--- src/mpq_pkg.sv ---
// types, constants and the ranking function shared by the priority queue files
// no dependencies

package mpq_pkg;

   localparam logic [1:0] MODE_INSERT = 2'd0;
   localparam logic [1:0] MODE_PEEK   = 2'd1;
   localparam logic [1:0] MODE_REMOVE = 2'd2;

   typedef struct packed {
      logic [15:0] roll;
      logic [15:0] marks;
      logic [15:0] tag;
   } rec_type;

   typedef struct packed {
      logic    is_empty;
      logic    dropped;
      rec_type top;
   } res_type;

   // true when a ranks strictly above b: larger marks, then lower roll
   function automatic logic ranks_above(input rec_type a, input rec_type b);
      logic res;
      if (a.marks != b.marks) begin
         res = (a.marks > b.marks);
      end else begin
         res = (a.roll < b.roll);
      end
      return res;
   endfunction

endpackage

--- src/mpq_ctrl.sv ---
// heap sequencer: sift up on insert, sift down on remove, one level per read
// depends on mpq_pkg and on mpq_heap_mem through its ports

module mpq_ctrl
   import mpq_pkg::*;
#(
   parameter int CAPACITY = 256,
   parameter int AW       = $clog2(CAPACITY),
   parameter int CW       = $clog2(CAPACITY + 1)
) (
   input  logic          clock,
   input  logic          reset,
   input  logic          cmd_valid,
   output logic          cmd_ready,
   input  logic [1:0]    cmd_mode,
   input  rec_type       cmd_rec,
   output logic          res_valid,
   input  logic          res_take,
   output res_type       res,
   output logic          wr_en,
   output logic [AW-1:0] wr_addr,
   output rec_type       wr_data,
   output logic [AW-1:0] rd_addr_a,
   output logic [AW-1:0] rd_addr_b,
   input  rec_type       rd_data_a,
   input  rec_type       rd_data_b
);

   localparam int PW = AW + 2;

   localparam logic [2:0] S_IDLE  = 3'd0;
   localparam logic [2:0] S_UP    = 3'd1;
   localparam logic [2:0] S_UPCMP = 3'd2;
   localparam logic [2:0] S_LAST  = 3'd3;
   localparam logic [2:0] S_DOWN  = 3'd4;
   localparam logic [2:0] S_DNCMP = 3'd5;
   localparam logic [2:0] S_DONE  = 3'd6;

   logic [2:0]    state_ff, state_in;
   logic [CW-1:0] count_ff, count_in;
   logic [AW-1:0] pos_ff, pos_in;
   rec_type       cur_ff, cur_in;
   rec_type       top_ff;
   logic          dropped_ff, dropped_in;

   logic [AW-1:0] pos_m1;
   logic [AW-1:0] parent;
   logic [PW-1:0] left_pos;
   logic [PW-1:0] right_pos;
   logic [PW-1:0] count_ext;
   logic [CW-1:0] count_m1;
   logic          right_ok;
   logic          pick_right;
   rec_type       best_rec;
   logic [PW-1:0] best_pos;

   assign pos_m1     = pos_ff - 1'b1;
   assign parent     = pos_m1 >> 1;
   assign left_pos   = {1'b0, pos_ff, 1'b1};
   assign right_pos  = left_pos + 1'b1;
   assign count_ext  = PW'(count_ff);
   assign count_m1   = count_ff - 1'b1;
   assign right_ok   = (right_pos < count_ext);
   assign pick_right = right_ok && ranks_above(rd_data_b, rd_data_a);
   assign best_rec   = pick_right ? rd_data_b : rd_data_a;
   assign best_pos   = pick_right ? right_pos : left_pos;

   always_comb begin
      state_in   = state_ff;
      count_in   = count_ff;
      pos_in     = pos_ff;
      cur_in     = cur_ff;
      dropped_in = dropped_ff;
      wr_en      = 1'b0;
      wr_addr    = pos_ff;
      wr_data    = cur_ff;
      rd_addr_a  = left_pos[AW-1:0];
      rd_addr_b  = right_pos[AW-1:0];
      cmd_ready  = (state_ff == S_IDLE);
      res_valid  = 1'b0;

      unique case (state_ff)
         S_IDLE: begin
            if (cmd_valid) begin
               unique case (cmd_mode)
                  MODE_INSERT: begin
                     if (count_ff == CW'(CAPACITY)) begin
                        dropped_in = 1'b1;
                        state_in   = S_DONE;
                     end else begin
                        dropped_in = 1'b0;
                        cur_in     = cmd_rec;
                        pos_in     = count_ff[AW-1:0];
                        count_in   = count_ff + 1'b1;
                        state_in   = S_UP;
                     end
                  end
                  MODE_PEEK: begin
                     dropped_in = 1'b0;
                     state_in   = S_DONE;
                  end
                  MODE_REMOVE: begin
                     dropped_in = 1'b0;
                     if (count_ff == '0) begin
                        state_in = S_DONE;
                     end else begin
                        count_in = count_m1;
                        if (count_m1 == '0) begin
                           state_in = S_DONE;
                        end else begin
                           rd_addr_a = count_m1[AW-1:0];
                           state_in  = S_LAST;
                        end
                     end
                  end
                  default: begin
                     state_in = S_IDLE;
                  end
               endcase
            end
         end
         S_UP: begin
            if (pos_ff == '0) begin
               wr_en    = 1'b1;
               state_in = S_DONE;
            end else begin
               rd_addr_a = parent;
               state_in  = S_UPCMP;
            end
         end
         S_UPCMP: begin
            wr_en = 1'b1;
            if (ranks_above(cur_ff, rd_data_a)) begin
               wr_data  = rd_data_a;
               pos_in   = parent;
               state_in = S_UP;
            end else begin
               state_in = S_DONE;
            end
         end
         S_LAST: begin
            cur_in   = rd_data_a;
            pos_in   = '0;
            state_in = S_DOWN;
         end
         S_DOWN: begin
            if (left_pos >= count_ext) begin
               wr_en    = 1'b1;
               state_in = S_DONE;
            end else begin
               state_in = S_DNCMP;
            end
         end
         S_DNCMP: begin
            wr_en = 1'b1;
            if (ranks_above(best_rec, cur_ff)) begin
               wr_data  = best_rec;
               pos_in   = best_pos[AW-1:0];
               state_in = S_DOWN;
            end else begin
               state_in = S_DONE;
            end
         end
         S_DONE: begin
            res_valid = 1'b1;
            if (res_take) begin
               state_in = S_IDLE;
            end
         end
         default: begin
            state_in = S_IDLE;
         end
      endcase
   end

   always_ff @(posedge clock) begin
      if (reset) begin
         state_ff <= S_IDLE;
         count_ff <= '0;
      end else begin
         state_ff <= state_in;
         count_ff <= count_in;
      end
   end

   always_ff @(posedge clock) begin
      pos_ff     <= pos_in;
      cur_ff     <= cur_in;
      dropped_ff <= dropped_in;
      if (wr_en && (wr_addr == '0)) begin
         top_ff <= wr_data;
      end
   end

   always_comb begin
      res.is_empty = (count_ff == '0);
      res.dropped  = dropped_ff;
      res.top      = (count_ff == '0) ? '0 : top_ff;
   end

endmodule

--- config.mk ---
export PLATFORM = sky130hd
export DESIGN_NAME = mpq_ctrl
export DESIGN_NICKNAME = d
export VERILOG_FILES = /design/src/mpq_pkg.sv /design/src/mpq_ctrl.sv
export SDC_FILE = /design/constraint.sdc
export NUM_CORES = 1
export LEC_CHECK = 0
export ABC_AREA = 0
export ABC_CLOCK_PERIOD_IN_PS = 11300
export BUFFER_PORTS_ARGS = -buffer_cell sky130_fd_sc_hd__buf_2
export CORE_MARGIN = 5
export CORE_UTILIZATION = 30
export CTS_BUF_LIST = sky130_fd_sc_hd__clkbuf_4
export DETAILED_ROUTE_END_ITERATION = 7
export GPL_ROUTABILITY_DRIVEN = 0
export PLACE_DENSITY = 0.62
export SYNTH_ARGS = -nofsm -noshare
export SYNTH_HDL_FRONTEND = slang
export SYNTH_SLANG_ARGS = --single-unit
--- constraint.sdc ---
create_clock -name clock -period 11.3 [get_ports clock]
set_input_delay 3.39 -clock clock [delete_from_list [all_inputs] [get_ports clock]]
set_output_delay 3.39 -clock clock [all_outputs]
set_load 0.03 [all_outputs]
# Word level (Yosys, flattened, before mapping)
# Index checks and enable logic that the tools add are counted.
[word_totals]
register_bits = 117
out_inout_bits = 125
input_bits = 150
[classes]
addsub = 4
eq_ne = 20
muxes = 47
n_lt_le_gt_ge = 8
n_reduce_logical = 18
[ops]
columns = ["op", "count"]
rows = [
  ["48-bit 2-to-1 mux", 7],
  ["48-bit one-hot mux with 2 select lines", 2],
  ["8-bit 2-to-1 mux", 11],
  ["16-bit greater-than comparator", 3],
  ["16-bit < comparator", 3],
  ["16-bit != test", 3],
  ["8-bit one-hot mux with 4 select lines", 1],
  ["3-bit 2-to-1 mux", 7],
  ["3-bit one-hot mux with 7 select lines", 1],
  ["9-bit logical NOT", 2],
  ["9-bit 2-to-1 mux", 2],
  ["9-bit one-hot mux with 2 select lines", 1],
  ["8-bit one-hot mux with 2 select lines", 1],
  ["2-bit != test (second input constant)", 7],
  ["9-bit by 1-bit adder with 10-bit output (second input constant)", 1],
  ["10-bit by 9-bit < comparator with 1-bit output", 1],
  ["9-bit by 1-bit adder with 9-bit output (second input constant)", 1],
  ["3-bit equality test (second input constant)", 3],
  ["9-bit equality test (second input constant)", 1],
  ["9-bit >= comparator", 1],
  ["1-bit 2-to-1 mux", 9],
  ["3-bit one-hot mux with 3 select lines", 1],
  ["9-bit by 1-bit subtractor with 9-bit output (second input constant)", 1],
  ["8-bit logical NOT", 1],
  ["other kinds (20)", 26],
]

# Longest topological paths before layout
[depth]
depth_word = 9
mapped_depth = 24
mapped_depth_nobuf = 20

# Worst setup path after synthesis
# No wires, ideal clock.
[synth_path]
path_type = "input port to output port"
from = "input port rd_data_b[16] (netlist bit)"
to = "output port wr_data[10] (netlist bit)"
arrival_time_ns = 7.761
stages = 22
setup_slack_ns = 0.149
t_required_ns = 7.910
path_buffers = 4
cell_sequence = "inv_1 ha_1 nand2b_1 a2111oi_2 nor3_1 a211oi_2 a211oi_2 clkbuf_1 buf_2 nand2_1 o21ai_0 ha_1 nand4_1 nor3_2 nand2_1 nor2_1 or4b_1 a21o_1 buf_2 o31ai_2 buf_4 a221o_1"
[synth_lines]
columns = ["element", "line", "source"]
rows = [
  ["from (decl)", "mpq_ctrl.sv:26", "input rec_type rd_data_b"],
  ["to (decl)", "mpq_ctrl.sv:22", "output rec_type wr_data,"],
]

==> impl_results.md <==
* Worst-path maximum fanout at 8
* Reg2reg end: top_ff[16]
* Sequential area share after synthesis at 34.63%
* Switching power at 1.338 mW
* Post-synth EDFFs at 105
* Combinational fraction of design power at 63.4%
* Clock share of power at 12.6%
* Placed cell count at 1853
* Power Dens Cells at 198.2 mW/mm^2
* RSZ-0062 raised after global routing: true
* CP cell instances: buf_2 > ha_4 > nand2b_4 > a2111oi_4 > nor3_2 > a211oi_4 > a211oi_4 > buf_6 > buf_12 > nand2_2 > o21ai_4 > ha_4 > nand4_1 > nor3_4 > nand2_2 > nor2_1 > or4b_4 > a21o_1 > o21a_4 > buf_12 > a221o_1 > buf_6
* Post-synth top area share at 32.18%
* Reg area at 0.003393 mm^2
* Share of layout cells above drive strength 1 at 35.19%
* Layout overhead on the synthesized area at 38.55%
* Detail Route Antenna Nets at 0
* Primary FF master, synth: edfxtp_1
* Clock Latency Late Sink at 590 ps
* Cell Count, Final, Fillers Out at 1918
* Relative slew margins at 32.52%
* Area occupied by multi-input gates at 0.006227 mm^2
* Crit path to: wr_data[16]
* #FFs+latches synth at 117
* CTS Buffer Depth at 2
* Leak pwr at 5.964 nW
* Synth top cells by count: 133 x nand2_1, 118 x ha_1, 105 x edfxtp_1
* Worst r2r path cells at 25
* Clock-pin slew on the worst setup and hold paths at 100 ps
* Yosys warns at 0
* Sw frac at 49.72%
* Outcome: finished, violations left
* CP arrival at 8000 ps
* Reg-to-reg startpoint: wr_addr[0]
* Buf+Inv Stages, Crit Path at 5
* Final Hold Vio Count at 0
* Mean area per synthesized cell at 8.804 um^2
* Sequential share of power at 24.0%
* Slowest stage delay, CP at 470 ps
* Cell family with most CP delay: compound AO/OA/AOI/OAI gates
* DR iter-0 viols at 609
* Failing checks: negative setup slack
* Vias in the first global route at 9863
* Final Slew Violations at 0
* Min Hold Slack at 623.5 ps
* Setup ws final at -85.73 ps
* CP required at 7910 ps
* Top post-synthesis cells by area: edfxtp_1 32%, ha_1 15%, a221o_1 5.2%
* Clock skew at 24.03 ps
* DP Worst Slack at -467.7 ps
* Core Area at 0.03237 mm^2
* CTS root buf: clkbuf_4
* WP depth at 22
* CP Class: in2out
* Antenna violations before repair at 4
* CTS tree: yes
* Pint at 1.353 mW
* Max-Cap Viols at 0
* Tcrit/Tclk final at 100.8%
* Die area at 0.03638 mm^2
* Total Nets Final at 1724
* Drt total wl at 37080 um
* Peak VDD IR at 0.1188 mV
* Sink Count at 117
* Fmax at 87.83 MHz
* Synth unique cells at 66
* R2r setup slk at 4930 ps
* Type of origin of the critical path: input port
* First-pass GRT wire length at 54530 um
* Drt via density at 5.183
* Total CTS buffers at 17
* I/O pin cnt at 275
* Port buffer count at 273
* Via count at 9941
* Total power at 2.691 mW
* Die width at 190.7 um
* Most numerous cell in the Yosys netlist: nand2_1
* Final setup fails at 15
* Rows at 66
* Synth Instances at 1113
* Total gr overflow at 0
* CP endpoint kind: primary output
* Hold Path Class: reg2reg
* Worst Tran Pin Value at 1012 ps
* Minimum clock period at 11390 ps
* Worst path slowest cell: or4b_4
* Post-synthesis cell area at 0.009799 mm^2
* Post-synthesis async set-or-reset flop share at 0%
* First-pass DRT Iterations at 7
* Dominant cell type by area after synthesis: edfxtp_1
* GRT Util Overall at 19.07%
* Largest net degree at the start of global routing at 80
* Wire length per cell at 19.33 um
* Die H at 190.7 um
* H-tree Lvls at 4
* Fillcell total at 3220
* Detail Placement HPWL at 27130 um
* Origin of the worst setup path: rd_data_a[16]
* DRC errors left at 0
* Initial Util at 30.27%
* Net count after synthesis at 1381
-- worst register-to-register path, delay by kind of cell (launching register included) --
family                     cells  cell delay (ps)
AOI/OAI and AO/OA              7             2070
xor gates and xnor gates       1              160
adders and majority gates      3              910
buffers and inverters          5              800
DFF                            1              570
and+or+nand+nor                9             1620
-- layer usage --
metal	up-vias	global-route usage (%)	share of wire [%]
met1	4756	23.68	42
met2	376	33.02	48
met4	2	6.215	2.7
met5	-	0	0.035
met3	48	4.064	6.8
li1	4759	-	-
-- worst min path at each step --
stage           startpoint           to  slack [ps]  cells past startpoint
2_1_floorplan  count_ff[1]  count_ff[1]         580                      2
4_1_cts          cur_ff[6]    top_ff[6]         610                      1
6_report        cur_ff[14]   top_ff[14]         620                      1
5_1_grt          cur_ff[3]    top_ff[3]         640                      1
3_5_place_dp     cur_ff[4]    top_ff[4]         560                      1
3_3_place_gp     cur_ff[3]    top_ff[3]         560                      1
-- cell usage in the layout (no fill, tap or decap), drive strengths merged, types with 15 or more instances in the layout --
cell	synthesis	routed
buf	25	387
nand4	18	18
xor2	15	15
nand3	15	15
edfxtp	105	105
nand2	133	133
nor3	34	34
a221o	51	51
nor2	93	93
a21oi	53	53
o21ai	99	99
ha	118	118
clkbuf	42	22
inv	88	89
nor2b	54	54
mux2	20	20
-- state kept, by name (all words and copies together), names as in the netlist --
register,flops
dropped_ff,1
count_ff,9
cur_ff,48
top_ff,48
wr_addr,8
state_ff,3
-- timing repair --
item / in CTS / in global routing
cloned: 2 / 5
hold buffers: 0 / 0
setup buffers: 10 / 11
resized for setup: 77 / 151
pin swaps: 39 / 47
setup endpoints to repair: 48 / 48
-- metrics by stage --
stage	util [%]	area (um^2)	setup TNS [ps]
final	41.94	13580	-272.1
after global routing	41.93	13570	-6999
after CTS	39.80	12880	-17.60
after detailed placement	37.82	12240	-18010
after global placement	37.82	12240	-14720
after floorplan	-	9799	0
-- cell type report --
class / count / area share, %
Clock buffer: 18 / 0.9953
Antenna cell: 7 / 0.1290
Tap cell: 442 / 4.073
Sequential cell: 117 / 24.99
Timing Repair Buffer: 391 / 20.29
Clock inverter: 14 / 1.180
Inverter: 88 / 2.470
Multi-Input combinational cell: 841 / 45.87
-- kinds of logic after synthesis --
logic type / synth area share [%]
simple gates: 18.49
other cells: 0.03827
buf+inv: 6.550
fa+ha+maj: 15.07
flops: 34.63
compound gates: 20.20
mux: 2.707
xor+xnor: 2.324
-- power by group through the flow --
stage                     clock [mW]  sequential, mW  combinational, mW
final                          0.339           0.646               1.71
after global placement             0           0.651               1.49
after floorplan                    0           0.620               1.02
after CTS                      0.352           0.643               1.58
after global routing           0.369           0.654               1.84
after detailed placement           0           0.652               1.51
No activity file was read; power rests on OpenSTA's default activity.
